File: config.mk
export PLATFORM = sky130hd
export DESIGN_NAME = value_to_pseudocolor_map_flat
export DESIGN_NICKNAME = d
export VERILOG_FILES = /design/src/sv/vpm_pkg.sv /design/src/sv/vpm_if.sv /design/src/sv/value_to_pseudocolor_map.sv /design/src/flat_wrapper.sv
export SDC_FILE = /design/constraint.sdc
export NUM_CORES = 2
export LEC_CHECK = 0
export ABC_AREA = 1
export BUFFER_PORTS_ARGS = -buffer_cell sky130_fd_sc_hd__buf_2
export CORE_UTILIZATION = 35
export DETAILED_ROUTE_END_ITERATION = 8
export MAX_ROUTING_LAYER = met4
export PLACE_DENSITY = 0.57
export SETUP_SLACK_MARGIN = 0.15
export SLEW_MARGIN = 20
export SYNTH_ARGS = -nofsm -noshare
export SYNTH_HDL_FRONTEND = slang
export SYNTH_SLANG_ARGS = --single-unit
export TNS_END_PERCENT = 10
File: constraint.sdc
create_clock -name clock -period 14.8 [get_ports clock]
set_input_delay 2.96 -clock clock [delete_from_list [all_inputs] [get_ports clock]]
set_output_delay 2.96 -clock clock [all_outputs]
set_load 0.02 [all_outputs]
File: src/sv/vpm_pkg.sv
// Package for the value to pseudocolour mapper: mode and register codes,
// pixel and flag types, and the small colour tables. Depends on nothing.
package vpm_pkg;

   localparam int MODE_WIDTH = 3;
   localparam int REG_INDEX_WIDTH = 2;
   localparam int QUOT_WIDTH = 8;
   localparam int PCT_WIDTH = 7;
   localparam int CHAN_WIDTH = 8;
   localparam int BAND_WIDTH = 4;
   localparam int PCT_FULL = 100;
   localparam int GRAY_FULL = 255;

   localparam logic [REG_INDEX_WIDTH-1:0] REG_MAP_MODE   = 2'd0;
   localparam logic [REG_INDEX_WIDTH-1:0] REG_RANGE_LOW  = 2'd1;
   localparam logic [REG_INDEX_WIDTH-1:0] REG_RANGE_HIGH = 2'd2;

   typedef enum logic [MODE_WIDTH-1:0] {
      MODE_RAINBOW_LINEAR = 3'd0,
      MODE_RAINBOW_STEP   = 3'd1,
      MODE_GRAY_LINEAR    = 3'd2,
      MODE_GRAY_STEP      = 3'd3,
      MODE_BLACK_WHITE    = 3'd4
   } map_mode_type;

   typedef struct packed {
      logic [CHAN_WIDTH-1:0] red;
      logic [CHAN_WIDTH-1:0] green;
      logic [CHAN_WIDTH-1:0] blue;
   } rgb_type;

   typedef struct packed {
      logic below;
      logic above;
      logic bright;
   } flag_type;

   localparam rgb_type RGB_BLACK = '{red: 8'd0, green: 8'd0, blue: 8'd0};
   localparam rgb_type RGB_WHITE = '{red: 8'd255, green: 8'd255, blue: 8'd255};

   // Exact x/10 for x below 128, by the reciprocal 205/2048.
   function automatic logic [BAND_WIDTH-1:0] div_ten(input logic [PCT_WIDTH-1:0] x);
      logic [14:0] prod;
      prod = 15'(x) * 15'(205);
      return prod[14:11];
   endfunction

   function automatic logic [BAND_WIDTH-1:0] band_of(input logic [PCT_WIDTH-1:0] p);
      logic [BAND_WIDTH-1:0] b;
      b = div_ten(p);
      return (b > 4'd9) ? 4'd9 : b;
   endfunction

   function automatic logic [CHAN_WIDTH-1:0] ramp_half(input logic [BAND_WIDTH-1:0] d);
      logic [CHAN_WIDTH-1:0] v;
      case (d)
         4'd0: v = 8'd0;
         4'd1: v = 8'd12;
         4'd2: v = 8'd25;
         4'd3: v = 8'd38;
         4'd4: v = 8'd50;
         4'd5: v = 8'd63;
         4'd6: v = 8'd76;
         4'd7: v = 8'd88;
         4'd8: v = 8'd101;
         4'd9: v = 8'd114;
         default: v = 8'd0;
      endcase
      return v;
   endfunction

   function automatic logic [CHAN_WIDTH-1:0] ramp_full(input logic [BAND_WIDTH-1:0] d);
      logic [CHAN_WIDTH-1:0] v;
      case (d)
         4'd0: v = 8'd0;
         4'd1: v = 8'd25;
         4'd2: v = 8'd51;
         4'd3: v = 8'd76;
         4'd4: v = 8'd102;
         4'd5: v = 8'd127;
         4'd6: v = 8'd153;
         4'd7: v = 8'd178;
         4'd8: v = 8'd204;
         4'd9: v = 8'd229;
         default: v = 8'd0;
      endcase
      return v;
   endfunction

   function automatic rgb_type rainbow_linear(input logic [PCT_WIDTH-1:0] p);
      logic [PCT_WIDTH-1:0] n;
      logic [BAND_WIDTH-1:0] band;
      logic [BAND_WIDTH-1:0] d;
      logic [CHAN_WIDTH-1:0] a;
      logic [CHAN_WIDTH-1:0] b;
      rgb_type c;
      n = p - 7'd5;
      band = div_ten(n);
      d = BAND_WIDTH'(n - (7'({band, 3'b000}) + 7'({band, 1'b0})));
      a = ramp_half(d);
      b = ramp_full(d);
      if (p < 7'd5) begin
         c = '{red: 8'd255, green: 8'd0, blue: 8'd255};
      end else begin
         case (band)
            4'd0: c = '{red: 8'd255 - a, green: 8'd0, blue: 8'd255};
            4'd1: c = '{red: 8'd127 - a, green: 8'd0, blue: 8'd255};
            4'd2: c = '{red: 8'd0, green: a, blue: 8'd255};
            4'd3: c = '{red: 8'd0, green: 8'd127 + a, blue: 8'd255};
            4'd4: c = '{red: 8'd0, green: 8'd255, blue: 8'd255 - a};
            4'd5: c = '{red: 8'd0, green: 8'd255, blue: 8'd127 - a};
            4'd6: c = '{red: b, green: 8'd255, blue: 8'd0};
            4'd7: c = '{red: 8'd255, green: 8'd255 - (b >> 1), blue: 8'd0};
            4'd8: c = '{red: 8'd255, green: 8'd127 - a, blue: 8'd0};
            default: c = '{red: 8'd255, green: 8'd0, blue: 8'd0};
         endcase
      end
      return c;
   endfunction

   function automatic rgb_type rainbow_step(input logic [BAND_WIDTH-1:0] band);
      rgb_type c;
      case (band)
         4'd0: c = '{red: 8'd255, green: 8'd0, blue: 8'd255};
         4'd1: c = '{red: 8'd127, green: 8'd0, blue: 8'd255};
         4'd2: c = '{red: 8'd0, green: 8'd0, blue: 8'd255};
         4'd3: c = '{red: 8'd0, green: 8'd127, blue: 8'd255};
         4'd4: c = '{red: 8'd0, green: 8'd255, blue: 8'd255};
         4'd5: c = '{red: 8'd0, green: 8'd255, blue: 8'd127};
         4'd6: c = '{red: 8'd0, green: 8'd255, blue: 8'd0};
         4'd7: c = '{red: 8'd255, green: 8'd255, blue: 8'd0};
         4'd8: c = '{red: 8'd255, green: 8'd127, blue: 8'd0};
         default: c = '{red: 8'd255, green: 8'd0, blue: 8'd0};
      endcase
      return c;
   endfunction

   function automatic logic [CHAN_WIDTH-1:0] gray_step(input logic [BAND_WIDTH-1:0] band);
      logic [CHAN_WIDTH-1:0] v;
      case (band)
         4'd0: v = 8'd255;
         4'd1: v = 8'd227;
         4'd2: v = 8'd199;
         4'd3: v = 8'd170;
         4'd4: v = 8'd142;
         4'd5: v = 8'd114;
         4'd6: v = 8'd85;
         4'd7: v = 8'd57;
         4'd8: v = 8'd29;
         default: v = 8'd0;
      endcase
      return v;
   endfunction

endpackage

File: src/sv/vpm_if.sv
// Channel interfaces of the pseudocolour mapper: sample beats in, pixel beats out.
// Depends on vpm_pkg for the channel width.
interface vpm_req_if #(parameter int SAMPLE_WIDTH = 16);
   logic                           valid;
   logic                           ready;
   logic signed [SAMPLE_WIDTH-1:0] sample;

   modport source (output valid, output sample, input ready);
   modport sink (input valid, input sample, output ready);
endinterface

interface vpm_rsp_if;
   logic                            valid;
   logic                            ready;
   logic [vpm_pkg::CHAN_WIDTH-1:0]  red;
   logic [vpm_pkg::CHAN_WIDTH-1:0]  green;
   logic [vpm_pkg::CHAN_WIDTH-1:0]  blue;

   modport source (output valid, output red, output green, output blue, input ready);
   modport sink (input valid, input red, input green, input blue, output ready);
endinterface

File: src/sv/value_to_pseudocolor_map.sv
// Top level of the value to pseudocolour mapper: a thirteen-stage pipeline
// with a bit-per-stage divider. Depends on vpm_pkg and the channel interfaces.
//
// Usage: each beat on req_chan carries one signed sample; each beat on rsp_chan
// carries the red, green and blue intensities of its pixel, in order.
// The colour scale and mode are set through the csr_ port, a write taking
// effect at the clock edge where csr_wen is high. Write it only while no
// beat is in flight.
// Throughput: one beat per cycle while rsp_chan.ready is high, as every stage
// can take a new beat in each cycle. The eight divider stages, each resolving
// one quotient bit of the percentage and gray ratio, make up most of the latency.
// Stalls: every stage holds a valid bit and loads only when the stage after
// it can take its contents, so bubbles close up and req_chan.ready falls
// only once all thirteen stages are full and rsp_chan.ready is low.
// Reset: synchronous and active high; empties the pipeline and sets rainbow
// linear mode with the range from zero to the largest positive sample.
module value_to_pseudocolor_map #(
   parameter int SAMPLE_WIDTH = 16
) (
   input  logic                                 clock,
   input  logic                                 reset,
   vpm_req_if.sink                              req_chan,
   vpm_rsp_if.source                            rsp_chan,
   input  logic                                 csr_wen,
   input  logic [vpm_pkg::REG_INDEX_WIDTH-1:0]  csr_index,
   input  logic [SAMPLE_WIDTH-1:0]              csr_wdata
);
   import vpm_pkg::*;

   localparam int W = SAMPLE_WIDTH;
   localparam int RW = W + QUOT_WIDTH;
   localparam int DIV_STEPS = QUOT_WIDTH;
   localparam int NS = DIV_STEPS + 5;
   localparam int STG_IN = 0;
   localparam int STG_SUB = 1;
   localparam int STG_MUL = 2;
   localparam int STG_DIV0 = 3;
   localparam int STG_PCT = STG_DIV0 + DIV_STEPS;
   localparam int STG_OUT = NS - 1;
   localparam logic signed [W-1:0] HIGH_RESET = {1'b0, {(W-1){1'b1}}};

   // Configuration and values derived from it.
   map_mode_type         mode_ff;
   logic signed [W-1:0]  low_ff;
   logic signed [W-1:0]  high_ff;
   logic signed [W:0]    span_full;
   logic [W-1:0]         span_in;
   logic [W-1:0]         span_ff;
   logic signed [W:0]    sum_in;
   logic signed [W:0]    sum_ff;
   logic                 range_ok_in;
   logic                 range_ok_ff;

   always_ff @(posedge clock) begin
      if (reset) begin
         mode_ff <= MODE_RAINBOW_LINEAR;
         low_ff  <= '0;
         high_ff <= HIGH_RESET;
      end else if (csr_wen) begin
         case (csr_index)
            REG_MAP_MODE:   mode_ff <= map_mode_type'(csr_wdata[MODE_WIDTH-1:0]);
            REG_RANGE_LOW:  low_ff  <= signed'(csr_wdata);
            REG_RANGE_HIGH: high_ff <= signed'(csr_wdata);
            default: ;
         endcase
      end
   end

   always_comb begin
      span_full   = $signed({high_ff[W-1], high_ff}) - $signed({low_ff[W-1], low_ff});
      span_in     = span_full[W-1:0];
      sum_in      = $signed({high_ff[W-1], high_ff}) + $signed({low_ff[W-1], low_ff});
      range_ok_in = span_full > 0;
   end

   always_ff @(posedge clock) begin
      span_ff     <= span_in;
      sum_ff      <= sum_in;
      range_ok_ff <= range_ok_in;
   end

   // Stage handshake.
   logic [NS-1:0] valid_ff;
   logic [NS-1:0] valid_in;
   logic [NS-1:0] up_valid;
   logic [NS-1:0] stage_ready;

   always_comb begin
      stage_ready[NS-1] = !valid_ff[NS-1] || rsp_chan.ready;
      for (int i = NS - 2; i >= 0; i--) begin
         stage_ready[i] = !valid_ff[i] || stage_ready[i+1];
      end
      up_valid = {valid_ff[NS-2:0], req_chan.valid};
      valid_in = (stage_ready & up_valid) | (~stage_ready & valid_ff);
   end

   always_ff @(posedge clock) begin
      if (reset) begin
         valid_ff <= '0;
      end else begin
         valid_ff <= valid_in;
      end
   end

   assign req_chan.ready = stage_ready[STG_IN];

   // Input register.
   logic signed [W-1:0] sample_ff;

   always_ff @(posedge clock) begin
      if (stage_ready[STG_IN]) begin
         sample_ff <= req_chan.sample;
      end
   end

   // Offset from the low bound and the midpoint test.
   logic signed [W:0] scaled_in;
   logic signed [W:0] scaled_ff;
   logic              bright_in;
   logic              bright_ff;

   always_comb begin
      scaled_in = $signed({sample_ff[W-1], sample_ff}) - $signed({low_ff[W-1], low_ff});
      bright_in = $signed({sample_ff[W-1], sample_ff, 1'b0}) < $signed({sum_ff[W], sum_ff});
   end

   always_ff @(posedge clock) begin
      if (stage_ready[STG_SUB]) begin
         scaled_ff <= scaled_in;
         bright_ff <= bright_in;
      end
   end

   // Clamp tests and the two dividends.
   flag_type        flags_mul_in;
   flag_type        flags_mul_ff;
   logic [RW-1:0]   num_p_in;
   logic [RW-1:0]   num_p_ff;
   logic [RW-1:0]   num_g_in;
   logic [RW-1:0]   num_g_ff;

   always_comb begin
      flags_mul_in.below  = scaled_ff[W] || (scaled_ff == '0);
      flags_mul_in.above  = scaled_ff >= $signed({1'b0, span_ff});
      flags_mul_in.bright = bright_ff;
      num_p_in = RW'(scaled_ff[W-1:0]) * RW'(PCT_FULL);
      num_g_in = {scaled_ff[W-1:0], {QUOT_WIDTH{1'b0}}} - RW'(scaled_ff[W-1:0]);
   end

   always_ff @(posedge clock) begin
      if (stage_ready[STG_MUL]) begin
         flags_mul_ff <= flags_mul_in;
         num_p_ff     <= num_p_in;
         num_g_ff     <= num_g_in;
      end
   end

   // Restoring divider, one quotient bit per stage on both lanes.
   logic [RW-1:0]          rem_p_ff [DIV_STEPS];
   logic [RW-1:0]          rem_g_ff [DIV_STEPS];
   logic [QUOT_WIDTH-1:0]  quo_p_ff [DIV_STEPS];
   logic [QUOT_WIDTH-1:0]  quo_g_ff [DIV_STEPS];
   flag_type               flags_div_ff [DIV_STEPS];

   for (genvar j = 0; j < DIV_STEPS; j++) begin : g_div
      localparam int SH = DIV_STEPS - 1 - j;
      logic [RW-1:0]          rem_p_src;
      logic [RW-1:0]          rem_g_src;
      logic [QUOT_WIDTH-1:0]  quo_p_src;
      logic [QUOT_WIDTH-1:0]  quo_g_src;
      flag_type               flags_src;
      logic [RW-1:0]          divisor;
      logic                   take_p;
      logic                   take_g;
      logic [RW-1:0]          rem_p_in;
      logic [RW-1:0]          rem_g_in;
      logic [QUOT_WIDTH-1:0]  quo_p_in;
      logic [QUOT_WIDTH-1:0]  quo_g_in;

      if (j == 0) begin : g_head
         assign rem_p_src = num_p_ff;
         assign rem_g_src = num_g_ff;
         assign quo_p_src = '0;
         assign quo_g_src = '0;
         assign flags_src = flags_mul_ff;
      end else begin : g_body
         assign rem_p_src = rem_p_ff[j-1];
         assign rem_g_src = rem_g_ff[j-1];
         assign quo_p_src = quo_p_ff[j-1];
         assign quo_g_src = quo_g_ff[j-1];
         assign flags_src = flags_div_ff[j-1];
      end

      always_comb begin
         divisor  = RW'(span_ff) << SH;
         take_p   = rem_p_src >= divisor;
         take_g   = rem_g_src >= divisor;
         rem_p_in = take_p ? rem_p_src - divisor : rem_p_src;
         rem_g_in = take_g ? rem_g_src - divisor : rem_g_src;
         quo_p_in = {quo_p_src[QUOT_WIDTH-2:0], take_p};
         quo_g_in = {quo_g_src[QUOT_WIDTH-2:0], take_g};
      end

      always_ff @(posedge clock) begin
         if (stage_ready[STG_DIV0+j]) begin
            rem_p_ff[j]     <= rem_p_in;
            rem_g_ff[j]     <= rem_g_in;
            quo_p_ff[j]     <= quo_p_in;
            quo_g_ff[j]     <= quo_g_in;
            flags_div_ff[j] <= flags_src;
         end
      end
   end

   // Percentage and linear gray level after clamping.
   logic [PCT_WIDTH-1:0]   pct_in;
   logic [PCT_WIDTH-1:0]   pct_ff;
   logic [CHAN_WIDTH-1:0]  gray_in;
   logic [CHAN_WIDTH-1:0]  gray_ff;
   logic                   bright_pct_ff;
   flag_type               flags_last;

   always_comb begin
      flags_last = flags_div_ff[DIV_STEPS-1];
      if (flags_last.below) begin
         pct_in  = '0;
         gray_in = CHAN_WIDTH'(GRAY_FULL);
      end else if (flags_last.above) begin
         pct_in  = PCT_WIDTH'(PCT_FULL);
         gray_in = '0;
      end else begin
         pct_in  = quo_p_ff[DIV_STEPS-1][PCT_WIDTH-1:0];
         gray_in = CHAN_WIDTH'(GRAY_FULL) - quo_g_ff[DIV_STEPS-1]
                   - CHAN_WIDTH'(rem_g_ff[DIV_STEPS-1] != '0);
      end
   end

   always_ff @(posedge clock) begin
      if (stage_ready[STG_PCT]) begin
         pct_ff        <= pct_in;
         gray_ff       <= gray_in;
         bright_pct_ff <= flags_last.bright;
      end
   end

   // Colour selection and output register.
   rgb_type               pixel_in;
   rgb_type               pixel_ff;
   logic [BAND_WIDTH-1:0] band;

   always_comb begin
      band = band_of(pct_ff);
      if (mode_ff == MODE_BLACK_WHITE) begin
         pixel_in = bright_pct_ff ? RGB_WHITE : RGB_BLACK;
      end else if (!range_ok_ff) begin
         pixel_in = RGB_BLACK;
      end else begin
         case (mode_ff)
            MODE_RAINBOW_LINEAR: pixel_in = rainbow_linear(pct_ff);
            MODE_RAINBOW_STEP:   pixel_in = rainbow_step(band);
            MODE_GRAY_LINEAR:    pixel_in = '{red: gray_ff, green: gray_ff, blue: gray_ff};
            MODE_GRAY_STEP: begin
               pixel_in = '{red: gray_step(band), green: gray_step(band),
                            blue: gray_step(band)};
            end
            default:             pixel_in = RGB_BLACK;
         endcase
      end
   end

   always_ff @(posedge clock) begin
      if (stage_ready[STG_OUT]) begin
         pixel_ff <= pixel_in;
      end
   end

   assign rsp_chan.valid = valid_ff[STG_OUT];
   assign rsp_chan.red   = pixel_ff.red;
   assign rsp_chan.green = pixel_ff.green;
   assign rsp_chan.blue  = pixel_ff.blue;

   // The input side only stalls when the whole pipeline is full and the output is held.
   a_stall_from_output: assert property (@(posedge clock) disable iff (reset)
      !req_chan.ready |-> (rsp_chan.valid && !rsp_chan.ready && (&valid_ff)))
      else $error("input stalled while the pipeline had room");

   a_gray_is_neutral: assert property (@(posedge clock) disable iff (reset)
      (rsp_chan.valid && (mode_ff == MODE_GRAY_LINEAR || mode_ff == MODE_GRAY_STEP))
      |-> (rsp_chan.red == rsp_chan.green && rsp_chan.green == rsp_chan.blue))
      else $error("gray pixel with unequal channels");

   a_black_white_levels: assert property (@(posedge clock) disable iff (reset)
      (rsp_chan.valid && mode_ff == MODE_BLACK_WHITE)
      |-> (pixel_ff == RGB_WHITE || pixel_ff == RGB_BLACK))
      else $error("black-white pixel neither black nor white");

   a_bad_range_black: assert property (@(posedge clock) disable iff (reset)
      (rsp_chan.valid && !range_ok_ff && mode_ff != MODE_BLACK_WHITE)
      |-> (pixel_ff == RGB_BLACK))
      else $error("pixel not black for an empty range");

endmodule

File: src/flat_wrapper.sv
// flat-port wrapper written by rule: the top's interface ports become plain ports
module value_to_pseudocolor_map_flat import vpm_pkg::*;
#(
   parameter int SAMPLE_WIDTH = 16
)
  (clock, reset, csr_wen, csr_index, csr_wdata, req_chan_valid, req_chan_sample, req_chan_ready, rsp_chan_valid, rsp_chan_red, rsp_chan_green, rsp_chan_blue, rsp_chan_ready);
  vpm_req_if #(.SAMPLE_WIDTH(SAMPLE_WIDTH)) req_chan_i ();
  vpm_rsp_if rsp_chan_i ();
  input  logic clock;
  input  logic reset;
  input  logic csr_wen;
  input  logic [vpm_pkg::REG_INDEX_WIDTH-1:0] csr_index;
  input  logic [SAMPLE_WIDTH-1:0] csr_wdata;
  input wire logic [$bits(req_chan_i.valid)-1:0] req_chan_valid;
  input wire logic [$bits(req_chan_i.sample)-1:0] req_chan_sample;
  output wire logic [$bits(req_chan_i.ready)-1:0] req_chan_ready;
  output wire logic [$bits(rsp_chan_i.valid)-1:0] rsp_chan_valid;
  output wire logic [$bits(rsp_chan_i.red)-1:0] rsp_chan_red;
  output wire logic [$bits(rsp_chan_i.green)-1:0] rsp_chan_green;
  output wire logic [$bits(rsp_chan_i.blue)-1:0] rsp_chan_blue;
  input wire logic [$bits(rsp_chan_i.ready)-1:0] rsp_chan_ready;
  assign req_chan_i.valid = req_chan_valid;
  assign req_chan_i.sample = req_chan_sample;
  assign req_chan_ready = req_chan_i.ready;
  assign rsp_chan_valid = rsp_chan_i.valid;
  assign rsp_chan_red = rsp_chan_i.red;
  assign rsp_chan_green = rsp_chan_i.green;
  assign rsp_chan_blue = rsp_chan_i.blue;
  assign rsp_chan_i.ready = rsp_chan_ready;
  value_to_pseudocolor_map #(.SAMPLE_WIDTH(SAMPLE_WIDTH)) u_core (.clock(clock), .reset(reset), .req_chan(req_chan_i), .rsp_chan(rsp_chan_i), .csr_wen(csr_wen), .csr_index(csr_index), .csr_wdata(csr_wdata));
endmodule
==> summary.md <==
| Metric | Value |
|---|---|
| Outcome | `finished, final reports clean` |
| CP Max Fanout | `65` |
| Initial DRC count | `1709` |
| Syn avg cell area | `9.24 um^2` |
| Post-synth ARST share | `0` |
| CTS tree | `done` |
| Number of flops mapped to enable cells by yosys | `551` |
| Area growth, synth to finish | `11.4%` |
| CTS H-tree lvls | `3` |
| Gr usage total | `0.164` |
| Syn Nets | `5150` |
| Largest family of logic cells by synthesized area | `adder cells` |
| GRT Residual Overflow | `0` |
| Mux cell area share after synthesis | `0.000474` |
| Sequential-to-total area share from yosys stat | `0.430` |
| Clk root buf | `clkbuf_16` |
| Worst min path class | `flip-flop to flip-flop` |
| Setup_tns | `0 ns` |
| DPL Wire Length | `73400 um` |
| WL per Instance | `15.3 um` |
| Setup CP Type | `primary input to primary output` |
| Boundary Pins | `65` |
| Max Fclk | `80.5 MHz` |
| Seq cells post-synth | `632` |
| Arrival time worst endpoint | `9.47 ns` |
| Layout cells sized above 1 | `0.0661` |
| DIE AREA | `122000 um^2` |
| CP peak stage delay | `0.67 ns` |
| Clock Sinks | `632` |
| Final Cycle Share | `0.840` |
| RePlAce Congestion | `0.899` |
| Synth Area in Compound Gates | `0.126` |
| Simple-Gate Fraction of Synth Area | `0.148` |
| Antenna-violating nets left | `0` |
| Die width | `349 um` |
| Clock-pin slew on the worst setup and hold paths | `0.05 ns` |
| Number of max-cap violations | `0` |
| Die H | `349 um` |
| CTS max path bufs | `3` |
| WL final | `97200 um` |
| Skew-Pair Late Insertion Delay | `0.64 ns` |
| Fin nets | `5253` |
| Vias per inst | `4.82` |
| Post_cts resized | `0` |
| Req. time, crit path | `11.84 ns` |
| RSZ-0062 raised after global routing | `false` |
| Initial Util | `0.352` |
| Yosys cell types | `70` |
| Num CTS Buffers | `74` |
| Crit end category | `primary output` |
| Adder-cell share of the synthesized area | `0.168` |
| Largest net degree at the start of global routing | `66` |
| Post-route clock skew | `0.0295 ns` |
| Vias in the first global route | `29500` |
| Total number of vias | `30600` |
| Hold_buf cts | `0` |
| R2R Setup Slk | `7.12 ns` |
| Setup violations, final | `0` |
| FP Rows | `127` |
| Max_slew headroom | `0.309` |
| Drc violations | `0` |
| Min Tclk post-route | `12.43 ns` |
| Slew of the pin with the lowest slew margin | `1.03 ns` |
| Cell Area, Synth | `42200 um^2` |
| Drt pass-1 iters | `7` |
| Fin. Hold Viols | `0` |
| Yosys Warn Count | `0` |
| Primary FF master, synth | `edfxtp_1` |
| Core Footprint | `120000 um^2` |
| Cells after synthesis | `4570` |
| Initial antenna violation count | `0` |
| Setup bufs post-CTS | `0` |
| Slowest-stage cell, CP | `inv_2` |
| Crit path launch type | `primary input` |
| # port buffers | `64` |
| Max-slew violation count | `0` |
| XOR/XNOR Fraction of Synth Area | `0.0709` |
| Global-route wire length before repair | `155000 um` |
==> cell usage in the layout, fill, tap and decap left out, types with 77 or more instances in the layout <==
cell type  count
inv_1        525
edfxtp_1     551
dfxtp_1       81
ha_1         496
nor2_1       298
xnor2_1      142
a21oi_1      414
nand3_1      148
nand2_1      824
o21ai_0      333
xor2_1       195
clkbuf_16     77
==> flip-flops by register name, summed over array words and instances, names as in the netlist, 17 cells and up, named ones only <==
register and cells:
u_core.flags_div_ff 24, u_core.g_div.rem_g_src 24, u_core.scaled_ff 17, u_core.rem_g_ff 192
u_core.rem_p_ff 150, u_core.quo_p_ff 28, u_core.g_div.rem_p_src 20, u_core.quo_g_ff 36
==> cells by family after synthesis <==
kind of cell / count (synthesis)
AO/OA/AOI/OAI: 962
XOR/XNOR: 339
adder cells (fa/ha/maj): 541
buffers and inverters: 619
flip-flops: 632
multiplexers: 2
AND/OR/NAND/NOR: 1475
==> worst max-delay path, delay by kind of cell <==
family / cells / cell delay, ns
and+or+nand+nor: 13 / 1.01
buffers and inverters: 19 / 5.42
==> routing by layer <==
metal | track usage | routed length [um] | vias up
li1 | - | - | 16000
met1 | 0.216 | 47300 | 13900
met2 | 0.260 | 43900 | 455
met3 | 0.0211 | 3240 | 150
met4 | 0.0516 | 2830 | 0
met5 | - | 0 | -
==> synth_stat cells, types with 17 or more instances <==
cell,instances,area share
ha_1,496,0.15
xnor2_1,142,0.029
fa_1,45,0.021
buf_2,22,0.0026
o211ai_1,17,0.0030
nand2_2,19,0.0028
dfxtp_1,81,0.038
xor2_1,195,0.040
nand4_1,39,0.0058
nor4_1,36,0.0053
clkbuf_1,39,0.0035
nor3_1,54,0.0064
nor2_1,298,0.026
inv_1,525,0.047
a21oi_1,414,0.049
o21ai_1,41,0.0049
inv_2,26,0.0023
o21ai_0,333,0.039
edfxtp_1,551,0.39
nand3_1,149,0.018
nand2_1,824,0.073
a31oi_1,18,0.0027
o31ai_1,19,0.0034
o21bai_1,18,0.0032
==> cell type report <==
cell class | instances | area (um^2)
diodes | 1 | 2.50
flip-flops and latches | 632 | 18200
repair buffers | 93 | 538
clock inverters | 47 | 522
clock buffers | 88 | 2000
fillers | 12000 | 72800
multi-input cells | 3319 | 21700
well taps | 1612 | 2020
inverters | 553 | 2080
==> path summary, 6_finish.rpt <==
check | from | end | cells past startpoint
worst max-delay path | rsp_chan_ready | req_chan_ready | 32
worst max register to register | u_core.pct_ff[0] | u_core.rsp_chan.green[6] | 41
worst min register to register | u_core.quo_p_ff[1][3] | u_core.quo_p_ff[1][12] | 0
worst min-delay path | u_core.quo_p_ff[1][3] | u_core.quo_p_ff[1][12] | 0
==> through the flow <==
step	utilization	hold slack (ns)	area [um^2]	cells	worst slack, ns
final	0.393	0.416	47000	6345	2.37
after global routing	0.393	0.423	47000	6344	1.48
after CTS	0.392	0.416	47000	6344	2.13
after detailed placement	0.371	0.405	44500	6209	2.16
after global placement	0.371	0.404	44500	6209	2.21
after floorplan	-	0.400	42200	4570	1.58
Power is not shown: default switching activity piles up to over one toggle a cycle in this logic, so the estimate is an artifact.
